[src/hdl/pcv_pkg.sv]
package pcv_pkg;

    localparam int unsigned LEN_W   = 6;
    localparam int unsigned COUNT_W = 8;

    localparam logic [LEN_W-1:0]   CALL_MAX_LEN   = 6'd9;
    localparam logic [LEN_W-1:0]   CALL_STAR_LEN  = CALL_MAX_LEN + 6'd1;
    localparam logic [LEN_W-1:0]   IPV6_TRACE_LEN = 6'd32;
    localparam logic [LEN_W-1:0]   Q_LEN          = 6'd3;
    localparam logic [LEN_W-1:0]   LEN_SAT        = 6'd63;
    localparam logic [COUNT_W-1:0] COUNT_SAT      = 8'd255;

    localparam logic [7:0] CHAR_Q     = 8'h71;
    localparam logic [7:0] CHAR_STAR  = 8'h2a;
    localparam logic [7:0] CHAR_DASH  = 8'h2d;
    localparam logic [7:0] CHAR_COMMA = 8'h2c;
    localparam logic [7:0] CHAR_0     = 8'h30;
    localparam logic [7:0] CHAR_9     = 8'h39;
    localparam logic [7:0] CHAR_UA    = 8'h41;
    localparam logic [7:0] CHAR_UZ    = 8'h5a;
    localparam logic [7:0] CHAR_LA    = 8'h61;
    localparam logic [7:0] CHAR_LZ    = 8'h7a;

    typedef struct packed {
        logic [LEN_W-1:0]   token_length;
        logic               first_is_q;
        logic               star_seen;
        logic               bad_char_seen;
        logic               after_q_flag;
        logic               path_bad;
        logic [COUNT_W-1:0] tokens_seen;
    } scan_state_t;

    typedef struct packed {
        logic [7:0] path_byte;
        logic       last_byte;
        logic       empty_path;
    } in_beat_t;

    typedef struct packed {
        logic               fire;
        logic               path_valid;
        logic [COUNT_W-1:0] token_count;
    } scan_result_t;

endpackage

[src/hdl/pcv_scan.sv]
module pcv_scan (
    input  pcv_pkg::in_beat_t     beat,
    input  pcv_pkg::scan_state_t  state,
    output pcv_pkg::scan_state_t  state_next,
    output pcv_pkg::scan_result_t result
);

    pcv_pkg::scan_state_t taken;
    pcv_pkg::scan_state_t pre;
    pcv_pkg::scan_state_t closed;
    pcv_pkg::scan_state_t cleared;
    logic                 is_comma;
    logic                 plain_ok;
    logic                 tok_ok;
    logic                 do_close;

    always_comb begin
        cleared = '0;
        is_comma = (beat.path_byte == pcv_pkg::CHAR_COMMA);
        plain_ok = ((beat.path_byte >= pcv_pkg::CHAR_0) && (beat.path_byte <= pcv_pkg::CHAR_9))
                || ((beat.path_byte >= pcv_pkg::CHAR_UA) && (beat.path_byte <= pcv_pkg::CHAR_UZ))
                || ((beat.path_byte >= pcv_pkg::CHAR_LA) && (beat.path_byte <= pcv_pkg::CHAR_LZ))
                || (beat.path_byte == pcv_pkg::CHAR_DASH);

        // append the byte to the current token
        taken = state;
        if (state.token_length == '0) begin
            taken.first_is_q = (beat.path_byte == pcv_pkg::CHAR_Q);
        end
        if (state.star_seen || (!plain_ok && beat.path_byte != pcv_pkg::CHAR_STAR)) begin
            taken.bad_char_seen = 1'b1;
        end
        taken.star_seen = (beat.path_byte == pcv_pkg::CHAR_STAR);
        if (state.token_length < pcv_pkg::LEN_SAT) begin
            taken.token_length = state.token_length + 6'd1;
        end

        pre      = is_comma ? state : taken;
        do_close = is_comma || beat.last_byte;

        // close the token
        tok_ok = (pre.token_length != '0) && !pre.bad_char_seen;
        if (tok_ok) begin
            priority if (pre.star_seen && pre.token_length <= pcv_pkg::CALL_STAR_LEN) begin
                tok_ok = 1'b1;
            end else if (pre.token_length > pcv_pkg::CALL_MAX_LEN) begin
                tok_ok = pre.after_q_flag && (pre.token_length == pcv_pkg::IPV6_TRACE_LEN);
            end else begin
                tok_ok = 1'b1;
            end
        end
        closed = cleared;
        closed.after_q_flag = pre.after_q_flag;
        closed.path_bad     = pre.path_bad;
        closed.tokens_seen  = pre.tokens_seen;
        if (pre.tokens_seen < pcv_pkg::COUNT_SAT) begin
            closed.tokens_seen = pre.tokens_seen + 8'd1;
        end
        if (pre.first_is_q && pre.token_length == pcv_pkg::Q_LEN) begin
            closed.after_q_flag = 1'b1;
        end else if (!tok_ok) begin
            closed.path_bad = 1'b1;
        end

        result.fire        = beat.empty_path || beat.last_byte;
        result.path_valid  = beat.empty_path ? 1'b1 : !closed.path_bad;
        result.token_count = beat.empty_path ? '0 : closed.tokens_seen;

        priority if (result.fire) begin
            state_next = cleared;
        end else if (do_close) begin
            state_next = closed;
        end else begin
            state_next = taken;
        end
    end

endmodule

[src/hdl/path_callsign_validator_unit.sv]
// Digipeater path checker: takes one path byte per beat, splits the bytes at commas into
// tokens, checks each non-Q token as a callsign and, on the last byte or an empty-path beat,
// returns one result beat with the path valid flag and the saturating token count. A byte
// is taken every cycle unless a final byte waits for the result register. The result beat
// is offered from the result register, fed from the input register by the combinational
// scan update. Bytes that end no path keep moving while a result waits to be taken, and a
// final byte waits in the input register until the result register is free.
module path_callsign_validator_unit (
    input  logic       aclk,
    input  logic       aresetn,
    input  logic       s_valid,
    output logic       s_ready,
    input  logic [7:0] s_path_byte,
    input  logic       s_last_byte,
    input  logic       s_empty_path,
    output logic       m_valid,
    input  logic       m_ready,
    output logic       m_path_valid,
    output logic [7:0] m_token_count
);

    logic                  in_valid_reg;
    pcv_pkg::in_beat_t     in_beat_reg;
    pcv_pkg::scan_state_t  state_reg;
    pcv_pkg::scan_state_t  state_next;
    pcv_pkg::scan_result_t result;
    logic                  out_valid_reg;
    logic                  out_path_valid_reg;
    logic [7:0]            out_count_reg;
    logic                  advance;

    pcv_scan u_scan (
        .beat       (in_beat_reg),
        .state      (state_reg),
        .state_next (state_next),
        .result     (result)
    );

    // a byte that gives no result never waits on the output side
    assign advance = in_valid_reg && (!result.fire || !out_valid_reg || m_ready);
    assign s_ready = !in_valid_reg || advance;

    always_ff @(posedge aclk) begin
        if (!aresetn) begin
            in_valid_reg  <= 1'b0;
            state_reg     <= '0;
            out_valid_reg <= 1'b0;
        end else begin
            if (s_ready) begin
                in_valid_reg <= s_valid;
            end
            if (advance) begin
                state_reg <= state_next;
            end
            if (advance && result.fire) begin
                out_valid_reg <= 1'b1;
            end else if (m_ready) begin
                out_valid_reg <= 1'b0;
            end
        end
    end

    always_ff @(posedge aclk) begin
        if (s_ready && s_valid) begin
            in_beat_reg.path_byte  <= s_path_byte;
            in_beat_reg.last_byte  <= s_last_byte;
            in_beat_reg.empty_path <= s_empty_path;
        end
        if (advance && result.fire) begin
            out_path_valid_reg <= result.path_valid;
            out_count_reg      <= result.token_count;
        end
    end

    assign m_valid       = out_valid_reg;
    assign m_path_valid  = out_path_valid_reg;
    assign m_token_count = out_count_reg;

    a_empty_result: assert property (@(posedge aclk) disable iff (!aresetn)
        advance && in_beat_reg.empty_path |=> m_valid && m_path_valid && m_token_count == 8'd0)
        else $error("empty path beat did not give a clean result");

    a_clear_after_result: assert property (@(posedge aclk) disable iff (!aresetn)
        advance && result.fire |=> state_reg == '0)
        else $error("scan state not cleared after result");

    a_ready_when_free: assert property (@(posedge aclk) disable iff (!aresetn)
        !in_valid_reg |-> s_ready)
        else $error("input stalled with empty input register");

    a_no_result_overrun: assert property (@(posedge aclk) disable iff (!aresetn)
        m_valid && !m_ready |-> !(advance && result.fire))
        else $error("result overwritten while stalled");

endmodule

[config.mk]
export PLATFORM = sky130hd
export DESIGN_NAME = path_callsign_validator_unit
export DESIGN_NICKNAME = d
export VERILOG_FILES = /design/src/hdl/pcv_pkg.sv /design/src/hdl/pcv_scan.sv /design/src/hdl/path_callsign_validator_unit.sv
export SDC_FILE = /design/constraint.sdc
export NUM_CORES = 1
export LEC_CHECK = 0
export ABC_AREA = 1
export BUFFER_PORTS_ARGS = -buffer_cell sky130_fd_sc_hd__buf_2
export CAP_MARGIN = 25
export CORE_ASPECT_RATIO = 1.4
export CORE_UTILIZATION = 30
export CTS_BUF_LIST = sky130_fd_sc_hd__clkbuf_4 sky130_fd_sc_hd__clkbuf_8
export DETAILED_ROUTE_END_ITERATION = 16
export HOLD_SLACK_MARGIN = 0.1
export PLACE_DENSITY = 0.44
export SYNTH_ARGS = -nofsm -noshare
export SYNTH_HDL_FRONTEND = slang
export SYNTH_SLANG_ARGS = --single-unit
[constraint.sdc]
create_clock -name aclk -period 2.4 [get_ports aclk]
set_clock_uncertainty 0.2 [all_clocks]
set_input_delay 0.36 -clock aclk [delete_from_list [all_inputs] [get_ports aclk]]
set_output_delay 0.36 -clock aclk [all_outputs]
set_load 0.02 [all_outputs]
Yosys cells after proc, flatten, opt, wreduce, memory -nomap -nowiden
Cells that the tools add are included.
{"block": "word_totals", "regBits": 40, "inputBits": 14, "out_inout_bits": 11, "word_cells": 79}
{"block": "classes", "n_addsub": 2, "n_lt_le_gt_ge": 10, "eq_ne": 7, "n_mux": 15, "reduce_logical": 31}
{"operator": "$mux W19", "n": 3}
{"operator": "$eq A8 B6 Y1 const B", "n": 3}
{"operator": "$ge A8 B7 Y1 const B", "n": 2}
{"operator": "$le A8 B7 Y1 const B", "n": 2}
{"operator": "$logic_and A1 B1 Y1", "n": 11}
{"operator": "$mux W1", "n": 10}
{"operator": "$logic_or A1 B1 Y1", "n": 9}
{"operator": "$add A8 B1 Y8 const B", "n": 1}
{"operator": "$eq A8 B7 Y1 const B", "n": 1}
{"operator": "$ge A8 B6 Y1 const B", "n": 1}
{"operator": "$le A8 B6 Y1 const B", "n": 1}
{"operator": "$lt A8 B8 Y1 const B", "n": 1}
{"operator": "$mux W8", "n": 1}
{"operator": "$ne A8 B6 Y1 const B", "n": 1}
{"operator": "$add A6 B1 Y6 const B", "n": 1}
{"operator": "$eq A6 B2 Y1 const B", "n": 1}
{"operator": "$eq A6 B6 Y1 const B", "n": 1}
{"operator": "$gt A6 B4 Y1 const B", "n": 1}
{"operator": "$le A6 B4 Y1 const B", "n": 1}
{"operator": "$logic_not A1 Y1", "n": 6}
{"operator": "$logic_not A6 Y1", "n": 1}
{"operator": "$lt A6 B6 Y1 const B", "n": 1}
{"operator": "$mux W6", "n": 1}
{"operator": "$reduce_bool A6 Y1", "n": 1}
{"operator": "2 further kinds", "n": 3}

Depth between registers and ports, before layout
{"block": "depth", "ltp_word": 19, "ltp_mapped": 16, "ltp_nobuf": 16}

Modules after synthesis
Synthesis repeated with hierarchy kept, for this count alone.
{"block": "hier_totals", "hier_cells": 365, "area_unflattened_um2": 2558.7}
{"mod": "path_callsign_validator_unit", "instances": 1, "cells_each": 159, "area_each_um2": 1560.2, "seq_area_each_um2": 991.0}
{"mod": "pcv_scan", "instances": 1, "cells_each": 206, "area_each_um2": 998.5, "seq_area_each_um2": 0.0}

Least setup slack after synthesis
No wires, ideal clock.
{"block": "synth_path", "path_kind": "register to register", "start": "register state_reg[14] (netlist name)", "end": "register out_path_valid_reg (netlist: m_path_valid) (data pin)", "setup_ns": 0.252, "arrival_time_ns": 1.611, "required_ns": 1.948, "path_slack_ns": 0.337, "stages_incl_launch_ff": 17, "n_path_buf": 0, "period_less_slack_ns": 2.063, "path_cell_list": "dfxtp_1 -> ha_1 -> nand2_2 -> nor2_4 -> nand2_2 -> nand2_1 -> nand3_2 -> nand2_1 -> nand2_1 -> nand3_1 -> nand2_1 -> nand2_1 -> nand2_1 -> nand2_1 -> nand2_2 -> nand2_1 -> nand2_1"}
{"block": "synth_via", "elab_chain_cells": 11, "elab_cells_between_ends": 21, "cone_classes": "add/sub (1); order compare (3); eq/ne (2); mux (8); reduce/logical (7)"}
{"element": "start, declared", "line": "path_callsign_validator_unit.sv:24", "rtl": "pcv_pkg::scan_state_t state_reg;"}
{"element": "start signal, assigned", "line": "path_callsign_validator_unit.sv:53", "rtl": "state_reg <= state_next;"}
{"element": "$add A6 B1 Y6 / $lt A6 B6 Y1 (equally long branches)", "line": "pcv_scan.sv:35, pcv_scan.sv:34"}
{"element": "$mux W6", "line": "pcv_scan.sv:34", "rtl": "if (state.token_length < pcv_pkg::LEN_SAT) begin"}
{"element": "$mux W19 (*)", "line": "pcv_scan.sv:38", "rtl": "pre = is_comma ? state : taken;"}
{"element": "branches (longest 6 deep; another with $gt A6 B4 Y1)"}
{"element": "$mux W1 (*)", "line": "pcv_scan.sv:59", "rtl": "if (pre.first_is_q && pre.token_length == pcv_pkg::Q_LEN) begin"}
{"element": "$logic_not A1 Y1 (*)", "line": "pcv_scan.sv:66", "rtl": "result.path_valid = beat.empty_path ? 1'b1 : !closed.path_bad;"}
{"element": "end signal, assigned", "line": "path_callsign_validator_unit.sv:70", "rtl": "out_path_valid_reg <= result.path_valid;"}
{"element": "end, declared", "line": "path_callsign_validator_unit.sv:28", "rtl": "logic out_path_valid_reg;"}
Mark *: on every way between the ends.
A chain may end at the register's enable or synchronous reset.

Worst setup path in the final report
Ends and elaborated chain as after synthesis.

==> flow_summary.toml <==
[outcome]
status = "completed"

[setup_path]
max_stage_delay_ps = 400
cp_common_cell = "nand2_1"
cp_cell_sequence = "ha_2, nand2_2, nor2_4, nand2_2, nand2_1, nand3_2, nand2_1, nand2_1, nand3_1, nand2_1, nand2_1, nand2_1, nand2_1, nand2_2, nand2_1, nand2_1"
start_kind = "register"
path_class = "register to register"
r2r_slack_ps = 220
crit_required_ps = 2260
path_max_fanout = 7
crit_slowest_cell = "dfxtp_2"
cp.arrival_ps = 2040
crit_path_end_kind = "register"

[sta]
finalSetupViolCount = 0
worst_slack_ps = 221
final_hold_viol_count = 0
fin_crit_sh_pct = 90.8
max_slew_margin_pct = 62.3
rsz0062_at_grt = "false"
tightest_slew_ps = 562
fmax_mhz = 459
tns_ps = 0
drv_slew = 0
worst_hold_slack_ps = 113
min_period_ps = 2180

[synthesis]
synth_area_leaders = "edfxtp_1, dfxtp_1, nand2_1, inv_1, nor2_1"
synth_top_area_cell = "edfxtp_1"
synth_compound_area_share_pct = 8.82
synth_cell_types = 31
yosysTopAreaCellShare_pct = 25.0
synthAdderAreaFrac_pct = 1.64
synth_xor_area_share_pct = 1.53
synth.avg_cell_area_um2 = 7.11
ys_seq_area_share_pct = 43.4
netlist_area_um2 = 2280
synth_top_family_by_area = "simple AND/OR/NAND/NOR gates"
syn_nets = 338
ys_async_sr_fraction_pct = 0
synth_flop_cell = "dfxtp_1"
ys_ff_latch = 40
yosys_warnings = 0
synth_cells = 321
synthMuxAreaShare_pct = 0
synth-simple-area-share_pct = 34.7
synth_edf_count = 19

[cells_and_area]
fin_nets = 375
nFillCells = 783
layout-drive-gt1-share_pct = 16.4
ff_latch_area_um2 = 993
fin_util_pct = 36.6
antenna_cells = 0
area_delta_synth_final_pct = 18.1
multi_input_area_um2 = 1070
largest_reg_flops = 19

[drt]
wl_per_cell_um = 10.9
drc_errors = 0
via_per_inst = 4.45
antenna_left = 0
drt-pass1-iter-count = 4
drt_iter0_markers = 36
vias = 2027
wirelength_mm = 4.98

[die]
io_pins = 25
row_count = 37
coreArea_um2 = 7360
die_x_um = 75.7
start_util_pct = 31.0
dieArea_um2 = 7970
die_h_um = 105

[power]
pwr-share-comb_pct = 9.3
p_switching_mw = 0.342
pwr-share-clk_pct = 34.5
p_total_mw = 1.32
internal_power_mw = 0.982
powerDensity_nw_per_um2 = 491
worst_ir_drop_vdd_v = 0.000329
pwr-share-seq_pct = 56.2
p_leak_nw = 1.12
switching_share_pct = 25.9

[clock_tree]
cts_tree = "yes"
cts_made_buffers = 5
h-tree-depth = 2
postCtsSetupBuffers = 0
clkTransAtPathRegs_ps = 80
root_buffer = "clkbuf_8"
cts.path.max_buffers = 2
clock_sinks = 40
insertion_delay_ps = 300

[worst_hold_path]
hold_path.class = "primary input to register"

[global_route]
antenna_found_initial = 0
grt_max_degree = 19
track_usage_pct = 14.1
grt_pass1_wl_mm = 8.59
grt_pass1_vias = 1977
grt_overflow = 0

[place]
port_buffers = 24
place_congestion = 0.805
place_ws_ps = 68.2
dpl.hpwl_mm = 3.85

[run]
drv_cap = 0
cell usage in the layout (no fill, tap or decap), drive strengths merged:
cell type / count
a21oi: 25
a31oi: 1
a32oi: 1
buf: 25
clkbuf: 5
clkinv: 4
dfxtp: 21
dlygate4sd3: 10
edfxtp: 19
ha: 3
inv: 51
nand2: 97
nand3: 29
nand3b: 1
nand4: 1
nor2: 47
nor3: 5
o211ai: 1
o21a: 2
o21ai: 7
xnor2: 2
xor2: 2
critical path, delay by kind of cell, from the launching register on:
kind / cells / cell delay, ps
and+or+nand+nor: 15 / 1130
DFF: 1 / 400
adders and majority gates: 1 / 220
power groups by stage:
stage	logic (mW)	registers [mW]	clock network (mW)
finish	0.124	0.744	0.456
global route	0.142	0.748	0.505
CTS	0.126	0.744	0.479
detailed placement	0.113	0.760	0
global placement	0.113	0.760	0
floorplan	0.0672	0.767	0
repair_timing:
item	CTS	global route
gates resized for setup	0	4
hold buffers	10	0
endpoints found under the hold margin	10	0
setup endpoints to repair	0	1
synthesized netlist by cell type, types with 2 or more instances:
cell type / instances
inv_2: 4
a21oi_1: 24
nor2_4: 3
nand3_1: 27
xnor2_1: 2
inv_1: 47
nand2_1: 90
xor2_1: 2
o21ai_0: 5
nand3_2: 2
nand2_2: 6
nor3_1: 5
clkbuf_1: 2
o21a_1: 2
o21ai_1: 2
dfxtp_1: 21
nor2_2: 5
nor2_1: 39
edfxtp_1: 19
ha_1: 3
area by class of cell:
class,count,area share [%]
clock buffer,5,2.55
sequential,40,36.8
tap,97,4.50
timing repair buffer,35,8.44
inverter,52,7.24
multi-input combinational,224,39.7
clock inverter,3,0.696
through the flow:
| stage | cells | cell area, um^2 |
|---|---|---|
| after floorplan | 321 | 2280 |
| after global placement | 438 | 2500 |
| after detailed placement | 438 | 2500 |
| after CTS | 456 | 2690 |
| after global routing | 456 | 2700 |
| final | 456 | 2700 |
layer usage:
layer  global-route usage (%)  vias up  wire length [um]
li1                         -     1084                 -
met1                     15.1      907              2040
met2                     26.2       29              2760
met3                     2.87        7               104
met4                     4.89        0                79
met5                        0        -                 0
path summary, 6_finish.rpt:
path / from / end / cells past startpoint
setup / recovery: state_reg[14] / m_path_valid / 16
hold / removal: aresetn / state_reg[10] / 3
setup reg to reg: state_reg[14] / m_path_valid / 16
hold reg to reg: state_reg[6] / state_reg[6] / 2
kinds of logic (layout without fill, tap and decap cells):
kind of cell / after synthesis / in the layout
AND/OR/NAND/NOR: 180 / 180
buffers and inverters: 57 / 95
flip-flops: 40 / 40
AO/OA/AOI/OAI: 37 / 37
XOR/XNOR: 4 / 4
adder cells (fa/ha/maj): 3 / 3
(Power assumes the default switching activity.)
